### src/sv/vm_register_alu_memory_unit_defines.svh
// assertion macros shared by the vm register alu memory unit
`ifndef VM_REGISTER_ALU_MEMORY_UNIT_DEFINES_SVH
`define VM_REGISTER_ALU_MEMORY_UNIT_DEFINES_SVH

`ifndef NO_ASSERTIONS

// antecedent implies consequent in the same cycle
`define VMRU_ASSERT_SAME(label, clk, rst, ante, cons, msg) \
   label: assert property (@(posedge clk) disable iff (rst) (ante) |-> (cons)) else $error(msg);

// antecedent implies consequent in the next cycle
`define VMRU_ASSERT_NEXT(label, clk, rst, ante, cons, msg) \
   label: assert property (@(posedge clk) disable iff (rst) (ante) |=> (cons)) else $error(msg);

`else

`define VMRU_ASSERT_SAME(label, clk, rst, ante, cons, msg)
`define VMRU_ASSERT_NEXT(label, clk, rst, ante, cons, msg)

`endif

`endif

### src/sv/vmru_pkg.sv
`timescale 1ns / 1ps
`default_nettype none

package vmru_pkg;

   localparam int unsigned NUM_REGS = 16;
   localparam int unsigned RIDX_W   = 4;
   localparam int unsigned DATA_W   = 8;
   localparam int unsigned PC_W     = 12;
   localparam int unsigned INDEX_W  = 12;

   localparam logic [PC_W-1:0]   PC_RESET = 12'd512;
   localparam logic [PC_W-1:0]   PC_SKIP  = 12'd2;
   localparam logic [RIDX_W-1:0] FLAG_REG = 4'hF;

   localparam logic [DATA_W-1:0] DEC_HUNDRED = 8'd100;
   localparam logic [DATA_W-1:0] DEC_TEN     = 8'd10;

   // operation codes
   localparam logic [2:0] OP_ADD  = 3'd0;
   localparam logic [2:0] OP_SUB  = 3'd1;
   localparam logic [2:0] OP_SKIP = 3'd2;
   localparam logic [2:0] OP_BCD  = 3'd3;
   localparam logic [2:0] OP_SAVE = 3'd4;
   localparam logic [2:0] OP_LOAD = 3'd5;

   typedef struct packed {
      logic [2:0]         op;
      logic [RIDX_W-1:0]  reg_x;
      logic [RIDX_W-1:0]  reg_y;
      logic               use_flag;
      logic               swap;
      logic               invert;
      logic [DATA_W-1:0]  value_a;
      logic [DATA_W-1:0]  value_b;
      logic [INDEX_W-1:0] index_address;
   } req_type;

   typedef struct packed {
      logic [PC_W-1:0]   program_counter;
      logic [DATA_W-1:0] flag_value;
      logic [DATA_W-1:0] target_value;
   } rsp_type;

   // shared add / subtract unit
   typedef struct packed {
      logic [DATA_W-1:0] a;
      logic [DATA_W-1:0] b;
      logic              sub;
   } alu_req_type;

   typedef struct packed {
      logic [DATA_W-1:0] result;
      logic              carry;   // carry out on add, no borrow on subtract
   } alu_rsp_type;

   // register file port
   typedef struct packed {
      logic              we;
      logic [RIDX_W-1:0] waddr;
      logic [DATA_W-1:0] wdata;
      logic [RIDX_W-1:0] raddr_a;
      logic [RIDX_W-1:0] raddr_b;
   } rf_req_type;

endpackage

`default_nettype wire

### src/sv/vmru_regfile.sv
`timescale 1ns / 1ps
`default_nettype none

module vmru_regfile
   import vmru_pkg::*;
(
   input  logic              clock,
   input  logic              reset,
   input  rf_req_type        rf_req,
   output logic [DATA_W-1:0] rdata_a,
   output logic [DATA_W-1:0] rdata_b
);

   logic [DATA_W-1:0]   regs_ff [NUM_REGS];
   logic [NUM_REGS-1:0] valid_ff;
   logic [DATA_W-1:0]   rdata_a_ff;
   logic [DATA_W-1:0]   rdata_b_ff;

   // entry never written since reset reads as zero
   always_ff @(posedge clock) begin
      if (reset) begin
         valid_ff <= '0;
      end else if (rf_req.we) begin
         valid_ff[rf_req.waddr] <= 1'b1;
      end
   end

   always_ff @(posedge clock) begin
      if (rf_req.we) begin
         regs_ff[rf_req.waddr] <= rf_req.wdata;
      end
      rdata_a_ff <= valid_ff[rf_req.raddr_a] ? regs_ff[rf_req.raddr_a] : '0;
      rdata_b_ff <= valid_ff[rf_req.raddr_b] ? regs_ff[rf_req.raddr_b] : '0;
   end

   assign rdata_a = rdata_a_ff;
   assign rdata_b = rdata_b_ff;

endmodule

`default_nettype wire

### config.mk
export PLATFORM = sky130hd
export DESIGN_NAME = vmru_regfile
export DESIGN_NICKNAME = d
export VERILOG_FILES = /design/src/sv/vm_register_alu_memory_unit_defines.svh /design/src/sv/vmru_pkg.sv /design/src/sv/vmru_regfile.sv
export SDC_FILE = /design/constraint.sdc
export NUM_CORES = 1
export LEC_CHECK = 0
export BUFFER_PORTS_ARGS = -buffer_cell sky130_fd_sc_hd__buf_2
export CORE_ASPECT_RATIO = 1.4
export CORE_UTILIZATION = 65
export CTS_CLUSTER_DIAMETER = 60
export DETAILED_ROUTE_END_ITERATION = 6
export PLACE_DENSITY = 0.89
export SYNTH_ARGS = -nofsm -noshare
export SYNTH_HDL_FRONTEND = slang
export SYNTH_SLANG_ARGS = --single-unit
export TNS_END_PERCENT = 30
### constraint.sdc
create_clock -name clock -period 3.5 [get_ports clock]
set_input_delay 0.875 -clock clock [delete_from_list [all_inputs] [get_ports clock]]
set_output_delay 0.875 -clock clock [all_outputs]
set_load 0.02 [all_outputs]
Yosys cells after proc, flatten, opt, wreduce, memory -nomap -nowiden
Memories as Yosys holds them, arrays and structs flattened. A register that Yosys moved wholly into a read port is not among the register bits.
Index checks and enable logic that the tools add are counted.
{ "word_totals": {"ff_bits": 16, "mem_bits_rw": 128, "word_cells": 18, "memories": 1} }
{ "classes": {"order_cmp": 4, "muxes": 8, "bitwise_logic": 1, "reduce_logical": 3} }
{ "mem_list": {"columns": ["memory", "depth", "word_bits", "read_ports", "rd_clocked_by_memory_dff", "write_ports", "line", "rtl"], "rows": [
  ["regs_ff", 16, 8, 2, 2, 1, "vmru_regfile.sv:14", "logic [DATA_W-1:0] regs_ff [NUM_REGS];"]
]} }
{ "ops": {"columns": ["operator", "count"], "rows": [
  ["$or A16 B16 Y16", 1],
  ["$lt A4 B5 Y1 const B", 3],
  ["$bmux W1 S4", 2],
  ["$mux W1", 5],
  ["$demux W1 S4", 1],
  ["$ge A4 B1 Y1 const B", 1],
  ["$logic_not A1 Y1", 2],
  ["$logic_and A1 B1 Y1", 1]
]} }

Logic depth before layout (Yosys ltp)
{ "depth": {"depth_word": 5, "depth_mapped": 5} }

Worst setup path after synthesis
OpenSTA, ideal clock, no wires.
{ "synth_path": {"path_kind": "input to register", "from": "in rf_req[18] (netlist name)", "to": "mem regs_ff[0][0], enable pin", "setup_ps": 386, "arrival_ps": 2034, "t_required_ps": 3114, "path_slack_ps": 1081, "stages": 2, "n_path_buf": 0, "cell_sequence": "or3b_2 nor3_1"} }
{ "synth_rtl": {"columns": ["item", "line", "rtl"], "rows": [
  ["start: declaration", "vmru_regfile.sv:9", "input rf_req_type rf_req,"],
  ["end: declaration", "vmru_regfile.sv:14", null]
]} }
Straight into the memory's write port.

Worst setup path in the final report
{ "layout_path": {"from": "in rf_req[18] (netlist name)", "to": "mem regs_ff[2][6], enable pin"} }
Straight into the memory's write port.

==> qor.csv <==
metric,value,unit
worst-case clock buffer depth,2,
Max Slew Vio Count,0,
Slew Limit Headroom,21.7,%
"Most Used Layer, Global Route",met2,
most frequent cells in the layout,"edfxtp_1, mux4_2, nor2_1",
root buf cell,clkbuf_16,
syn nets,396,
total number of vias,4172,
Yosys warnings,0,
met2 Use GR,53.9,%
"FF+latch count, synth",160,
crit path kind,primary input to flip-flop,
fin crit period,2.36,ns
Nets,448,
fin crit share,67.4,%
DR iter-0 viols,441,
CP startpoint kind,primary input,
# placed instances,544,
"Seq/Total Area, Yosys",64.4,%
port buffer count,38,
Core Area,0.0104,mm2
clock skew,0.00521,ns
DR pass1 iterations,7,
Synth cell types,21,
max frequency,0.424,GHz
clock slew at reported path FFs,0.06,ns
Num CTS Buffers,17,
Final GP Congestion,0.849,
clock sinks,160,
HPWL Detailed,10.3,mm
Final ANT Viol Nets,0,
Tightest Hold Check Type,flip-flop to flip-flop,
status,finished clean,
pin count of the biggest net entering global routing,25,
GRT Total Usage,34.4,%
Post-CTS Resized,0,
worst r2r src,valid_ff[13],
CP endpoint kind,flip-flop,
I/O Pins,39,
Hold Buf Count CTS,0,
final setup vio count,0,
die height,124,um
"most common cell after layout, fill and taps aside",edfxtp_1,
Post-CTS Setup Repair Bufs,0,
hold-critical path depth,2,
Least-Margin Pin Slew,1.17,ns
DIE AREA,0.0111,mm2
H-tree depth,4,
Hold WS,0.502,ns
DR WL/cell,29.1,um
ant diodes,0,
M1 GR Usage,44.3,%
CTS tree,yes,
worst skew pair latency,0.42,ns
unrepaired setup endpoints after global routing,false,
Synth Area per Inst,18.7,um2
PwrDens,538,mW/mm2
Crit Path Max Fanout,9,
Finished Layout Cells,576,
Reg2Reg Setup Slack,1.91,ns
Worst EP arrival,2.40,ns
Worst R2R Path Depth,4,
Worst Hold Path EP,valid_ff[2],
critical path's largest stage delay,0.90,ns
TNS Setup,0,ns
detail-routed via count per cell,7.24,
Max-Cap Viols,0,
Residual DRC,0,
worst-path cell chain,"buf_2, or3b_2, nor2_1",
Worst Path Required,3.54,ns
Rows,44,
total wire length,16.8,mm
VDD IR max,466,uV
first-pass GRT wire length,25.9,mm
worst hold path startpoint,valid_ff[2],
M3 GR Usage,6.89,%
synthesized area,0.00696,mm2
Cells after Synth,373,
Initial Util,66.9,%
vias in the first global route,4356,
r2r endpoint,rdata_b[4],
total gr overflow,0,
Leakage Power,0.00263,uW
fraction of final layout cells sized beyond drive strength 1,41.1,%
initial antenna violation count,0,
Layout Area Growth over Synthesis,14.2,%
final hold vios,0,
slowest CP cell,nor2_1,
Die W,89.5,um
-- sequential cells by signal, indices dropped and copies added (netlist names) --
name,cells
regs_ff,128
valid_ff,16
rdata_a,8
rdata_b,8
-- cells in the mapped netlist, drive strengths merged --
cell type	n	area, um2
edfxtp	128	3840
mux4	72	1620
nor2	48	213
a22oi	32	240
dfxtp	32	641
a21oi	16	140
buf	14	87.6
clkbuf	10	37.5
a22o	4	35.0
nor2b	4	25.0
nor3	4	20.0
and2	2	12.5
nand2b	2	12.5
nand3b	2	15.0
nand2	1	3.75
nand3	1	5.00
or3b	1	8.76
-- routing by layer --
layer / routed length [um] / vias to the layer above
met2: 8730 / 323
met3: 1480 / 66
li1: - / 1658
met4: 910 / 0
met5: 0 / -
met1: 5660 / 2125
-- logic make-up after synthesis --
family / after synthesis / share of synthesized area [%]
flops: 160 / 64.4
mux: 72 / 23.3
simple gates: 65 / 4.53
compound gates: 52 / 5.97
buf+inv: 24 / 1.80
-- how the worst max path moves through the flow --
stage | from | end | slack [ns] | depth (start not counted)
after floorplan | rf_req[18] | regs_ff[0][0] | 1.08 | 2
after global placement | rf_req[0] | rdata_b[2] | 0.78 | 5
after detailed placement | rf_req[4] | rdata_a[7] | 0.76 | 5
after CTS | rf_req[4] | rdata_a[6] | 1.12 | 5
after global routing | rf_req[4] | rdata_a[5] | 1.07 | 5
final | rf_req[18] | regs_ff[2][6] | 1.14 | 3
-- worst max-delay path: cells and delay by family --
family | cells | cell delay (ns)
buf+inv | 1 | 0.11
simple gates | 2 | 1.41
-- through the flow --
step           cell area (um2)  power [uW]  worst slack (ns)  util [%]
6_report                  7950        4280              1.14      76.4
2_1_floorplan             6960        2340              1.08         -
3_5_place_dp              7340        2440             0.755      70.6
4_1_cts                   7950        4280              1.12      76.4
3_3_place_gp              7340        2430             0.782      70.6
5_1_grt                   7950        4380              1.07      76.4
-- area by class of cell --
| class | count | area, um2 |
|---|---|---|
| sequential | 160 | 4480 |
| fill | 546 | 2460 |
| multi-input combinational | 189 | 2350 |
| clock buffer | 18 | 450 |
| timing repair buffer | 57 | 333 |
| tap | 138 | 173 |
| clock inverter | 14 | 155 |
-- report_power, final --
part	internal [uW]	total, uW	switching, uW	leakage (uW)
logic	130	303	173	0.000930
registers	2090	2110	19.7	0.00141
clock network	1100	1870	765	0.000281
Note: power is estimated with default switching activity, not from simulation.
