## src/sv/vm_register_alu_memory_unit_defines.svh

```systemverilog
// assertion macros shared by the vm register alu memory unit
`ifndef VM_REGISTER_ALU_MEMORY_UNIT_DEFINES_SVH
`define VM_REGISTER_ALU_MEMORY_UNIT_DEFINES_SVH

`ifndef NO_ASSERTIONS

// antecedent implies consequent in the same cycle
`define VMRU_ASSERT_SAME(label, clk, rst, ante, cons, msg) \
   label: assert property (@(posedge clk) disable iff (rst) (ante) |-> (cons)) else $error(msg);

// antecedent implies consequent in the next cycle
`define VMRU_ASSERT_NEXT(label, clk, rst, ante, cons, msg) \
   label: assert property (@(posedge clk) disable iff (rst) (ante) |=> (cons)) else $error(msg);

`else

`define VMRU_ASSERT_SAME(label, clk, rst, ante, cons, msg)
`define VMRU_ASSERT_NEXT(label, clk, rst, ante, cons, msg)

`endif

`endif

```

## src/sv/vmru_pkg.sv

```systemverilog
`timescale 1ns / 1ps
`default_nettype none

package vmru_pkg;

   localparam int unsigned NUM_REGS = 16;
   localparam int unsigned RIDX_W   = 4;
   localparam int unsigned DATA_W   = 8;
   localparam int unsigned PC_W     = 12;
   localparam int unsigned INDEX_W  = 12;

   localparam logic [PC_W-1:0]   PC_RESET = 12'd512;
   localparam logic [PC_W-1:0]   PC_SKIP  = 12'd2;
   localparam logic [RIDX_W-1:0] FLAG_REG = 4'hF;

   localparam logic [DATA_W-1:0] DEC_HUNDRED = 8'd100;
   localparam logic [DATA_W-1:0] DEC_TEN     = 8'd10;

   // operation codes
   localparam logic [2:0] OP_ADD  = 3'd0;
   localparam logic [2:0] OP_SUB  = 3'd1;
   localparam logic [2:0] OP_SKIP = 3'd2;
   localparam logic [2:0] OP_BCD  = 3'd3;
   localparam logic [2:0] OP_SAVE = 3'd4;
   localparam logic [2:0] OP_LOAD = 3'd5;

   typedef struct packed {
      logic [2:0]         op;
      logic [RIDX_W-1:0]  reg_x;
      logic [RIDX_W-1:0]  reg_y;
      logic               use_flag;
      logic               swap;
      logic               invert;
      logic [DATA_W-1:0]  value_a;
      logic [DATA_W-1:0]  value_b;
      logic [INDEX_W-1:0] index_address;
   } req_type;

   typedef struct packed {
      logic [PC_W-1:0]   program_counter;
      logic [DATA_W-1:0] flag_value;
      logic [DATA_W-1:0] target_value;
   } rsp_type;

   // shared add / subtract unit
   typedef struct packed {
      logic [DATA_W-1:0] a;
      logic [DATA_W-1:0] b;
      logic              sub;
   } alu_req_type;

   typedef struct packed {
      logic [DATA_W-1:0] result;
      logic              carry;   // carry out on add, no borrow on subtract
   } alu_rsp_type;

   // register file port
   typedef struct packed {
      logic              we;
      logic [RIDX_W-1:0] waddr;
      logic [DATA_W-1:0] wdata;
      logic [RIDX_W-1:0] raddr_a;
      logic [RIDX_W-1:0] raddr_b;
   } rf_req_type;

endpackage

`default_nettype wire

```

## src/sv/vmru_alu.sv

```systemverilog
`timescale 1ns / 1ps
`default_nettype none

module vmru_alu
   import vmru_pkg::*;
(
   input  alu_req_type alu_req,
   output alu_rsp_type alu_rsp
);

   logic [DATA_W-1:0] b_op;
   logic [DATA_W:0]   sum;

   assign b_op = alu_req.sub ? ~alu_req.b : alu_req.b;
   assign sum  = {1'b0, alu_req.a} + {1'b0, b_op} + {{DATA_W{1'b0}}, alu_req.sub};

   assign alu_rsp.result = sum[DATA_W-1:0];
   assign alu_rsp.carry  = sum[DATA_W];

endmodule

`default_nettype wire

```

## config.mk

```make
export PLATFORM = sky130hd
export DESIGN_NAME = vmru_alu
export DESIGN_NICKNAME = d
export VERILOG_FILES = /design/src/sv/vm_register_alu_memory_unit_defines.svh /design/src/sv/vmru_pkg.sv /design/src/sv/vmru_alu.sv
export SDC_FILE = /design/constraint.sdc
export NUM_CORES = 1
export LEC_CHECK = 0
export BUFFER_PORTS_ARGS = -buffer_cell sky130_fd_sc_hd__buf_4
export CAP_MARGIN = 20
export CORE_AREA = 2 2 39 41
export DETAILED_ROUTE_END_ITERATION = 10
export DIE_AREA = 0 0 41 43
export GPL_TIMING_DRIVEN = 0
export MAX_ROUTING_LAYER = met4
export PLACE_DENSITY = 0.6
export SYNTH_ARGS = -nofsm -noshare
export SYNTH_HDL_FRONTEND = slang
export SYNTH_SLANG_ARGS = --single-unit
```

## constraint.sdc

```tcl
create_clock -name vclk -period 1.7
set_input_delay 0.17 -clock vclk [all_inputs]
set_output_delay 0.17 -clock vclk [all_outputs]
set_load 0.005 [all_outputs]
```

; ---- Yosys cells after proc, flatten, opt, wreduce, memory -nomap -nowiden
; Cells that the tools add are included.
[word_totals]
reg_bits = 0
input_bits = 17
out_inout_bits = 9
elab_cells = 4
[op_classes]
add_sub_neg = 2
mux = 1
n_bitwise = 1
[ops]
columns = op, n
row1 = $add A8 B8 Y9, 1
row2 = $add A9 B1 Y9, 1
row3 = $mux W8, 1
row4 = $not A8 Y8, 1

; ---- Longest topological paths before layout
; Gate-level depths: netlist (run 1).
[depth]
ltp_word = 4
mapped_depth = 8
mapped_depth_nobuf = 7

; ---- Worst setup path before layout (run 1)
; OpenSTA, ideal clock, no wires.
[synth_path]
kind = input to output
startpoint = input port alu_req[0] (netlist name)
endpoint = output port alu_rsp[0] (netlist name)
t_arrival_ns = 1.587
setup_slack_ns = -0.057
path_stages = 7
path_buffers = 1
path_cell_list = buf_6 xor2_1 ha_1 nor2b_1 o31a_1 o31a_1 o22a_1
[synth_lines]
columns = item, line_no
row1 = "start, declared", vmru_alu.sv:7  ; input alu_req_type alu_req,
row2 = "end, declared", vmru_alu.sv:8  ; output alu_rsp_type alu_rsp

==> impl_summary.log, run 1 <==
[metrics] count of buffers from port buffering: 25
[metrics] post-layout min period: 1870 ps
[metrics] Crit Path Class: in2out
[metrics] flip-flop and latch count: 0
[metrics] area fraction of the dominant cell type after synthesis: 0.220
[metrics] Worst Tran Pin Value: 240 ps
[metrics] total wire length after detailed routing: 970 um
[metrics] top post-synthesis cells by count: sky130_fd_sc_hd__xor2_1, sky130_fd_sc_hd__ha_1, sky130_fd_sc_hd__inv_1, sky130_fd_sc_hd__nor2_1, sky130_fd_sc_hd__xnor2_1
[metrics] Cells on Worst Hold Path: 3
[metrics] number of antenna-violating nets in the routed design: 0
[metrics] max incr delay on CP: 310 ps
[metrics] Std-Cell Rows: 14
[metrics] Pwr Density: 504 nW/um^2
[metrics] timing-limited maximum frequency: 0.534 GHz
[metrics] initial core utilization: 0.288
[metrics] number of nets produced by synthesis: 73
[metrics] sum of overflow across all layers after global routing: 0
[metrics] hold path startpoint: alu_req[9]
[metrics] area of the mapped netlist: 398 sq um
[metrics] setup tns final: -404 ps
[metrics] RSZ-0062 raised after global routing: true
[metrics] number of antenna violations at the first check in global routing: 0
[metrics] classification of the worst-slack hold path: in2out
[metrics] Wirelength per Cell: 10.1 um
[metrics] cell at the slowest stage of the critical path: sky130_fd_sc_hd__ha_1
[metrics] detailed-route via count: 462
[metrics] final standard cell utilization of the core: 0.508
[metrics] wire length of the first global-routing pass: 1640 um
[metrics] DIE WIDTH: 41 um
[metrics] family of cells with the greatest summed delay on the critical path: compound AO/OA/AOI/OAI gates
[metrics] sort of element at the end of the critical path: output port
[metrics] Seq/Total Area, Yosys: 0
[metrics] Unique masters post-synth: 22
[metrics] filler instances: 142
[metrics] DRC marker count from the first detailed-route iteration: 3
[metrics] antenna cell count: 0
[metrics] synth top area cells: sky130_fd_sc_hd__ha_1, sky130_fd_sc_hd__xor2_1, sky130_fd_sc_hd__xnor2_1, sky130_fd_sc_hd__fa_1, sky130_fd_sc_hd__inv_1
[metrics] number of setup violations in the final report: 4
[metrics] data arrival time of the critical path: 1700 ps
[metrics] # placed instances: 89
[metrics] DRC: 0
[metrics] largest net degree at the start of global routing: 8
[metrics] part of the cycle the worst path needs: 1.10
[metrics] mean area per synthesized cell: 8.29 sq um
[metrics] met1 layer usage reported by global route: 0.174
[metrics] most used standard cell by instance count after synthesis: sky130_fd_sc_hd__xor2_1
[metrics] HPWL reported at the end of detailed placement: 804 um
[metrics] worst setup path startpoint: alu_req[0]
[metrics] count of yosys warnings during synthesis: 0
[metrics] critical path data required time: 1530 ps
[metrics] Die Outline Area: 1760 sq um
[metrics] number of global-route vias before repair: 420
[metrics] die boundary height: 43 um
[metrics] count of non-filler cells in the finished layout: 96
[metrics] I/O pin count: 26
[metrics] placement-stage cell area: 622 sq um
[metrics] max-cap violation count: 0
[metrics] Yosys top cell by area: sky130_fd_sc_hd__ha_1
[metrics] endpoint of the worst hold path: alu_rsp[1]
[metrics] core area: 1380 sq um
[metrics] area grow syn2layout: 76.7%
[metrics] dominant cell type by count on the critical path: sky130_fd_sc_hd__o31a_1
[metrics] Setup Slack @ Placement: -238 ps
[metrics] post-DR vias/cell: 4.81
[metrics] maximum ir drop on the vdd rail: 0.148 mV
[metrics] LEAKAGE: 0.361 nW
[metrics] area occupied by registers: 0 sq um
[metrics] Design Area, Final: 703 sq um
[metrics] Final Hold Viols: 0
[metrics] fraction of layout instances using a drive strength above 1: 0.550
[metrics] aggregate global-route resource usage: 0.126
[metrics] met3 routing resource usage after global routing: 0
[metrics] number of pins with negative max-slew slack in the final report: 0
[metrics] Synth Instances: 48
[metrics] worst slew margin relative to its limit: 0.840
[metrics] count of clock-net buffers in the final layout: 0
[metrics] Net count, final: 107
[metrics] minimum setup slack in the final design: -172 ps
[metrics] highest net fanout along the worst path: 7
[metrics] met2 track demand over resource in global routing: 0.213
[metrics] violated checks: negative setup slack
[metrics] PnR Total Power: 0.355 mW
[metrics] cells along the critical path: buf_12, xor2_1, ha_1, nor2b_4, o31a_1, o31a_1, o22a_1, buf_4
[metrics] global-route layer with the greatest usage: met2
[metrics] Worst Hold Slack: 634 ps
[metrics] startpoint class of the critical path: input pin
[metrics] first-pass detailed-route iteration total: 2
[metrics] GP Congestion: 0.689
[metrics] Buf/Inv on CP: 2
[metrics] outcome: finished with violations
## what timing repair did
item / in CTS / in global routing
setup endpoints to repair: 5 / 6
pin swaps: 13 / 0
hold endpoints to repair: 0 / 0
hold buffers: 0 / 0
buffers inserted: 7 / 0
resized for setup: 7 / 0
## report_power, final
| group | switching, mW | total (mW) | leakage (nW) | internal, mW |
|---|---|---|---|---|
| registers | 0 | 0 | 0 | 0 |
| clock network | 0 | 0 | 0 | 0 |
| logic | 0.142 | 0.355 | 0.361 | 0.213 |
## how the worst max path moves through the flow
stage | to | slack (ps) | cells after the start
5_1_grt | alu_rsp[0] | -250 | 8
3_5_place_dp | alu_rsp[0] | -240 | 8
4_1_cts | alu_rsp[0] | -170 | 8
6_report | alu_rsp[0] | -170 | 8
2_1_floorplan | alu_rsp[0] | -40 | 7
3_3_place_gp | alu_rsp[0] | -240 | 8
## layout make-up
type               instances  area, sq um  area share
multi-input cells         42          400       0.569
repair buffers            32          244       0.347
plain buffers              1         20.0      0.0285
well taps                 16         20.0      0.0285
inverters                  5         18.8      0.0267
## logic make-up after synthesis
kind of cell / after synthesis / share of synthesized area
AO/OA/AOI/OAI: 13 / 0.248
XOR/XNOR: 12 / 0.264
adder cells (fa/ha/maj): 8 / 0.270
AND/OR/NAND/NOR: 8 / 0.107
buffers and inverters: 6 / 0.0755
multiplexers: 1 / 0.0346
## metal layers
layer  vias up  share of wire
li1        234              -
met1       222           0.44
met2         6           0.53
met3         0          0.025
met4         0              0
met5         -              0
## cell usage in the layout, fill, tap and decap left out
cell / count
sky130_fd_sc_hd__buf_12: 1
sky130_fd_sc_hd__a21oi_1: 2
sky130_fd_sc_hd__xnor2_1: 3
sky130_fd_sc_hd__o21ai_2: 1
sky130_fd_sc_hd__nor2_2: 2
sky130_fd_sc_hd__o22ai_2: 1
sky130_fd_sc_hd__nor2b_4: 1
sky130_fd_sc_hd__nor2_1: 1
sky130_fd_sc_hd__a221oi_2: 1
sky130_fd_sc_hd__a211o_1: 1
sky130_fd_sc_hd__and4_1: 1
sky130_fd_sc_hd__ha_2: 1
sky130_fd_sc_hd__nand2_1: 1
sky130_fd_sc_hd__fa_2: 1
sky130_fd_sc_hd__o21ai_0: 2
sky130_fd_sc_hd__ha_1: 6
sky130_fd_sc_hd__xor2_1: 9
sky130_fd_sc_hd__buf_4: 31
sky130_fd_sc_hd__inv_1: 5
sky130_fd_sc_hd__o22a_1: 1
sky130_fd_sc_hd__o21a_1: 1
sky130_fd_sc_hd__mux2i_4: 1
sky130_fd_sc_hd__buf_6: 1
sky130_fd_sc_hd__o31a_1: 2
sky130_fd_sc_hd__or2_2: 2
sky130_fd_sc_hd__a31oi_1: 1
(Power assumes the default switching activity.)
==> run 2, diff against run 1 <==
--- a/config.mk
+++ b/config.mk
@@ -13,6 +13,7 @@
 export GPL_TIMING_DRIVEN = 0
 export MAX_ROUTING_LAYER = met4
 export PLACE_DENSITY = 0.6
+export SETUP_SLACK_MARGIN = 0.4
 export SYNTH_ARGS = -nofsm -noshare
 export SYNTH_HDL_FRONTEND = slang
 export SYNTH_SLANG_ARGS = --single-unit
==> run 2 against run 1 <==
Net effect: critical path type unchanged; die area did not move; the run still ends with negative setup slack left; critical path depth did not move; final area fell by 3.9%; via count fell by 5.8%; non-clock buffer count fell by 2; final cell count fell by 2.1%; first-iteration DRC count did not move; routed wire length rose by 5.4%; count of clock-buffer cells in the layout did not move.
==> impl_summary.log, run 2 (synthesis results as in run 1) <==
[metrics] Worst Tran Pin Value: 246 ps
[metrics] Std-Cell Rows: 14
[metrics] area occupied by registers: 0 sq um
[metrics] initial core utilization: 0.288
[metrics] part of the cycle the worst path needs: 1.13
[metrics] number of antenna-violating nets in the routed design: 0
[metrics] violated checks: negative setup slack
[metrics] count of non-filler cells in the finished layout: 94
[metrics] sum of overflow across all layers after global routing: 0
[metrics] timing-limited maximum frequency: 0.522 GHz
[metrics] Crit Path Class: in2out
[metrics] count of clock-net buffers in the final layout: 0
[metrics] I/O pin count: 26
[metrics] data arrival time of the critical path: 1750 ps
[metrics] Net count, final: 105
[metrics] Wirelength per Cell: 10.9 um
[metrics] DRC: 0
[metrics] max-cap violation count: 0
[metrics] die boundary height: 43 um
[metrics] Pwr Density: 511 nW/um^2
[metrics] first-pass detailed-route iteration total: 2
[metrics] area grow syn2layout: 69.8%
[metrics] RSZ-0062 raised after global routing: true
[metrics] Design Area, Final: 676 sq um
[metrics] # placed instances: 89
[metrics] GP Congestion: 0.727
[metrics] detailed-route via count: 435
[metrics] fraction of layout instances using a drive strength above 1: 0.513
[metrics] number of pins with negative max-slew slack in the final report: 0
[metrics] number of setup violations in the final report: 4
[metrics] HPWL reported at the end of detailed placement: 791 um
[metrics] antenna cell count: 0
[metrics] minimum setup slack in the final design: -215 ps
[metrics] wire length of the first global-routing pass: 1540 um
[metrics] commonest cells after routing, fill and taps aside: sky130_fd_sc_hd__buf_4, sky130_fd_sc_hd__xor2_1, sky130_fd_sc_hd__ha_1
[metrics] cts-stage hold buffer count: 0
[metrics] worst slew margin relative to its limit: 0.833
[metrics] number of antenna violations at the first check in global routing: 0
[metrics] Worst Hold Slack: 616 ps
[metrics] outcome: finished with violations
[metrics] sort of element at the end of the critical path: output port
[metrics] number of global-route vias before repair: 385
[metrics] maximum ir drop on the vdd rail: 0.234 mV
[metrics] Die Outline Area: 1760 sq um
[metrics] critical path data required time: 1530 ps
[metrics] post-layout min period: 1920 ps
[metrics] startpoint class of the critical path: input pin
[metrics] classification of the worst-slack hold path: in2out
[metrics] core area: 1380 sq um
[metrics] Final Hold Viols: 0
[metrics] flip-flop and latch count: 0
[metrics] total wire length after detailed routing: 1020 um
[metrics] DIE WIDTH: 41 um
[metrics] aggregate global-route resource usage: 0.120
[metrics] final standard cell utilization of the core: 0.488
[metrics] leading cell type in the layout, fill and taps excluded: sky130_fd_sc_hd__buf_4
[metrics] LEAKAGE: 0.351 nW
[metrics] setup tns final: -621 ps
[metrics] largest net degree at the start of global routing: 7
[metrics] post-DR vias/cell: 4.63
[metrics] highest net fanout along the worst path: 6
[metrics] placement-stage cell area: 624 sq um
[metrics] DRC marker count from the first detailed-route iteration: 3
[metrics] count of buffers from port buffering: 25
==> run 2: cell types whose count changed in the layout (fill, tap and decap cells not counted), sizes merged <==
| cell | previous run | this run |
|---|---|---|
| buf | 33 | 31 |
==> run 2: metal layers <==
| metal | up-vias | share of wire | track usage |
|---|---|---|---|
| li1 | 231 | - | - |
| met1 | 194 | 0.41 | 0.169 |
| met2 | 10 | 0.53 | 0.200 |
| met3 | 0 | 0.058 | 0 |
| met4 | 0 | 0 | 0 |
| met5 | - | 0 | - |
==> run 2: through the flow <==
step / total power, mW / worst slack [ps]
floorplan: 0.181 / -40.7
global placement: 0.316 / -233
detailed placement: 0.319 / -233
CTS: 0.328 / -210
global route: 0.380 / -291
finish: 0.345 / -215
==> run 2: worst paths after layout <==
kind	startpoint	to	cells after the start	slack [ps]
min	alu_req[9]	alu_rsp[1]	3	620
max	alu_req[0]	alu_rsp[0]	8	-220
==> run 2: cell type report <==
cell class         instances  area [sq um]
repair buffers            30           225
plain buffers              1          20.0
well taps                 16          20.0
fillers                  137           708
inverters                  5          18.8
multi-input cells         42           392
==> run 2: repair_timing <==
item,4_1_cts,5_1_grt
setup endpoints to repair,8,8
pin swaps,1,2
buffers inserted,2,3
cloned,0,0
gates resized for setup,1,1
==> run 2: critical path, cell delays in order <==
cell and delay, ps:
sky130_fd_sc_hd__buf_12 110, sky130_fd_sc_hd__xor2_1 150, sky130_fd_sc_hd__ha_1 340, sky130_fd_sc_hd__nor2b_4 150
sky130_fd_sc_hd__o31a_1 270, sky130_fd_sc_hd__o31a_1 260, sky130_fd_sc_hd__o22a_1 160, sky130_fd_sc_hd__buf_4 130
==> run 2: report_power, final <==
group          internal (mW)  switching [mW]
sequential                 0               0
clock                      0               0
combinational          0.204           0.141
total                  0.204           0.141
==> run 3, diff against run 2 <==
--- a/config.mk
+++ b/config.mk
@@ -12,7 +12,8 @@
 export DIE_AREA = 0 0 41 43
 export GPL_TIMING_DRIVEN = 0
 export MAX_ROUTING_LAYER = met4
-export PLACE_DENSITY = 0.6
+export PLACE_DENSITY = 0.58
+export RECOVER_POWER = 25
 export SETUP_SLACK_MARGIN = 0.4
 export SYNTH_ARGS = -nofsm -noshare
 export SYNTH_HDL_FRONTEND = slang
==> constraint.sdc (replaced) <==
create_clock -name vclk -period 2.3
set_input_delay 0.23 -clock vclk [all_inputs]
set_output_delay 0.23 -clock vclk [all_outputs]
set_load 0.005 [all_outputs]
==> run 3 against run 2 <==
Net effect: the run now ends clean; critical path depth grew 2; utilization up 0.090 points; final cell count is the same; power is 26% lower; critical endpoint is now alu_rsp[7]; largest power group unchanged.
==> impl_summary.log, run 3 (synthesis results as in run 1) <==
[metrics] outcome: finished, final reports clean
[metrics] I/O pin count: 26
[metrics] Final Hold Viols: 0
[metrics] dominant cell type by count on the critical path: sky130_fd_sc_hd__buf_4
[metrics] cells along the critical path: buf_12, xor2_1, inv_1, fa_2, nor2b_4, o31a_1, buf_4, o21ai_0, a31oi_1, buf_4
[metrics] DRC: 0
[metrics] number of global-route vias before repair: 414
[metrics] number of pins with negative max-slew slack in the final report: 0
[metrics] core area: 1380 sq um
[metrics] setup tns final: 0 ps
[metrics] cell at the slowest stage of the critical path: sky130_fd_sc_hd__fa_2
[metrics] Pwr Density: 379 nW/um^2
[metrics] area occupied by registers: 0 sq um
[metrics] final standard cell utilization of the core: 0.489
[metrics] flip-flop and latch count: 0
[metrics] LEAKAGE: 0.346 nW
[metrics] worst slew margin relative to its limit: 0.856
[metrics] post-layout min period: 2010 ps
[metrics] Wirelength per Cell: 11.0 um
[metrics] max incr delay on CP: 390 ps
[metrics] sort of element at the end of the critical path: output port
[metrics] Worst Hold Slack: 751 ps
[metrics] critical path data required time: 2070 ps
[metrics] Die Outline Area: 1760 sq um
[metrics] switching power as a share of total power: 0.406
[metrics] combinational cell fraction of total power: 1.000
[metrics] maximum ir drop on the vdd rail: 0.108 mV
[metrics] filler instances: 137
[metrics] total wire length after detailed routing: 1030 um
[metrics] number of antenna-violating nets in the routed design: 0
[metrics] classification of the worst-slack hold path: in2out
[metrics] die boundary height: 43 um
[metrics] HPWL reported at the end of detailed placement: 796 um
[metrics] Worst Tran Pin Value: 216 ps
[metrics] data arrival time of the critical path: 1780 ps
[metrics] clock network fraction of design power: 0
[metrics] GP Congestion: 0.699
[metrics] detailed-route via count: 449
[metrics] leading cell type in the layout, fill and taps excluded: sky130_fd_sc_hd__buf_4
[metrics] largest net degree at the start of global routing: 7
[metrics] post-DR vias/cell: 4.78
[metrics] timing-limited maximum frequency: 0.499 GHz
[metrics] area grow syn2layout: 70.1%
[metrics] max-cap violation count: 0
[metrics] part of the cycle the worst path needs: 0.872
[metrics] Net count, final: 105
[metrics] internal power: 0.152 mW
[metrics] first-pass detailed-route iteration total: 4
[metrics] fraction of layout instances using a drive strength above 1: 0.513
[metrics] startpoint class of the critical path: input pin
[metrics] count of buffers from port buffering: 25
[metrics] power spent charging and discharging nets: 0.104 mW
[metrics] wire length of the first global-routing pass: 1620 um
[metrics] sum of overflow across all layers after global routing: 0
[metrics] initial core utilization: 0.288
[metrics] antenna cell count: 0
[metrics] area taken by multi-input logic gates: 393 sq um
[metrics] cts-stage hold buffer count: 0
[metrics] number of antenna violations at the first check in global routing: 0
[metrics] aggregate global-route resource usage: 0.129
[metrics] RSZ-0062 raised after global routing: true
[metrics] number of setup violations in the final report: 0
[metrics] count of clock-net buffers in the final layout: 0
[metrics] DIE WIDTH: 41 um
[metrics] commonest cells after routing, fill and taps aside: sky130_fd_sc_hd__buf_4, sky130_fd_sc_hd__xor2_1, sky130_fd_sc_hd__ha_1
[metrics] Std-Cell Rows: 14
[metrics] DRC marker count from the first detailed-route iteration: 3
[metrics] sequential fraction of design power: 0
[metrics] Crit Path Class: in2out
[metrics] highest net fanout along the worst path: 6
==> run 3: final cells by class <==
type | instances | area share
Timing Repair Buffer | 30 | 0.333
Inverter | 5 | 0.0277
Multi-Input combinational cell | 42 | 0.580
Tap cell | 16 | 0.0296
Buffer | 1 | 0.0296
==> run 3: repair_timing <==
action                     4_1_cts  5_1_grt
resized for setup                9        0
buffers inserted                 5        0
pin swaps                        4        1
setup endpoints to repair        3        5
==> run 3: per-stage QoR <==
stage / power (mW) / instances / instance area [sq um] / setup slack (ps)
finish: 0.257 / 94 / 677 / 295
global route: 0.282 / 94 / 677 / 177
CTS: 0.257 / 94 / 684 / 293
detailed placement: 0.228 / 89 / 606 / 216
global placement: 0.226 / 89 / 606 / 231
floorplan: 0.127 / 48 / 398 / 423
==> run 3: critical path: cells and delay by family <==
kind | cells | cell delay (ps)
AO/OA/AOI/OAI | 3 | 380
XOR/XNOR | 1 | 190
adder cells (fa/ha/maj) | 1 | 390
buffers and inverters | 4 | 460
AND/OR/NAND/NOR | 1 | 120
==> run 3: final timing paths <==
kind | from | end | slack [ps] | depth (start not counted)
worst min-delay path | alu_req[9] | alu_rsp[1] | 750 | 3
worst max-delay path | alu_req[0] | alu_rsp[7] | 290 | 10
==> run 3: power groups by stage <==
| stage | clock [mW] | combinational (mW) | sequential, mW |
|---|---|---|---|
| 2_1_floorplan | 0 | 0.127 | 0 |
| 3_3_place_gp | 0 | 0.226 | 0 |
| 3_5_place_dp | 0 | 0.228 | 0 |
| 4_1_cts | 0 | 0.257 | 0 |
| 5_1_grt | 0 | 0.282 | 0 |
| 6_report | 0 | 0.257 | 0 |
==> run 3: layer usage <==
layer	global-route usage	wire (um)	up-vias
met5	-	0	-
met4	0	0	0
met3	0	38	0
met2	0.231	545	9
met1	0.165	450	210
li1	-	-	230
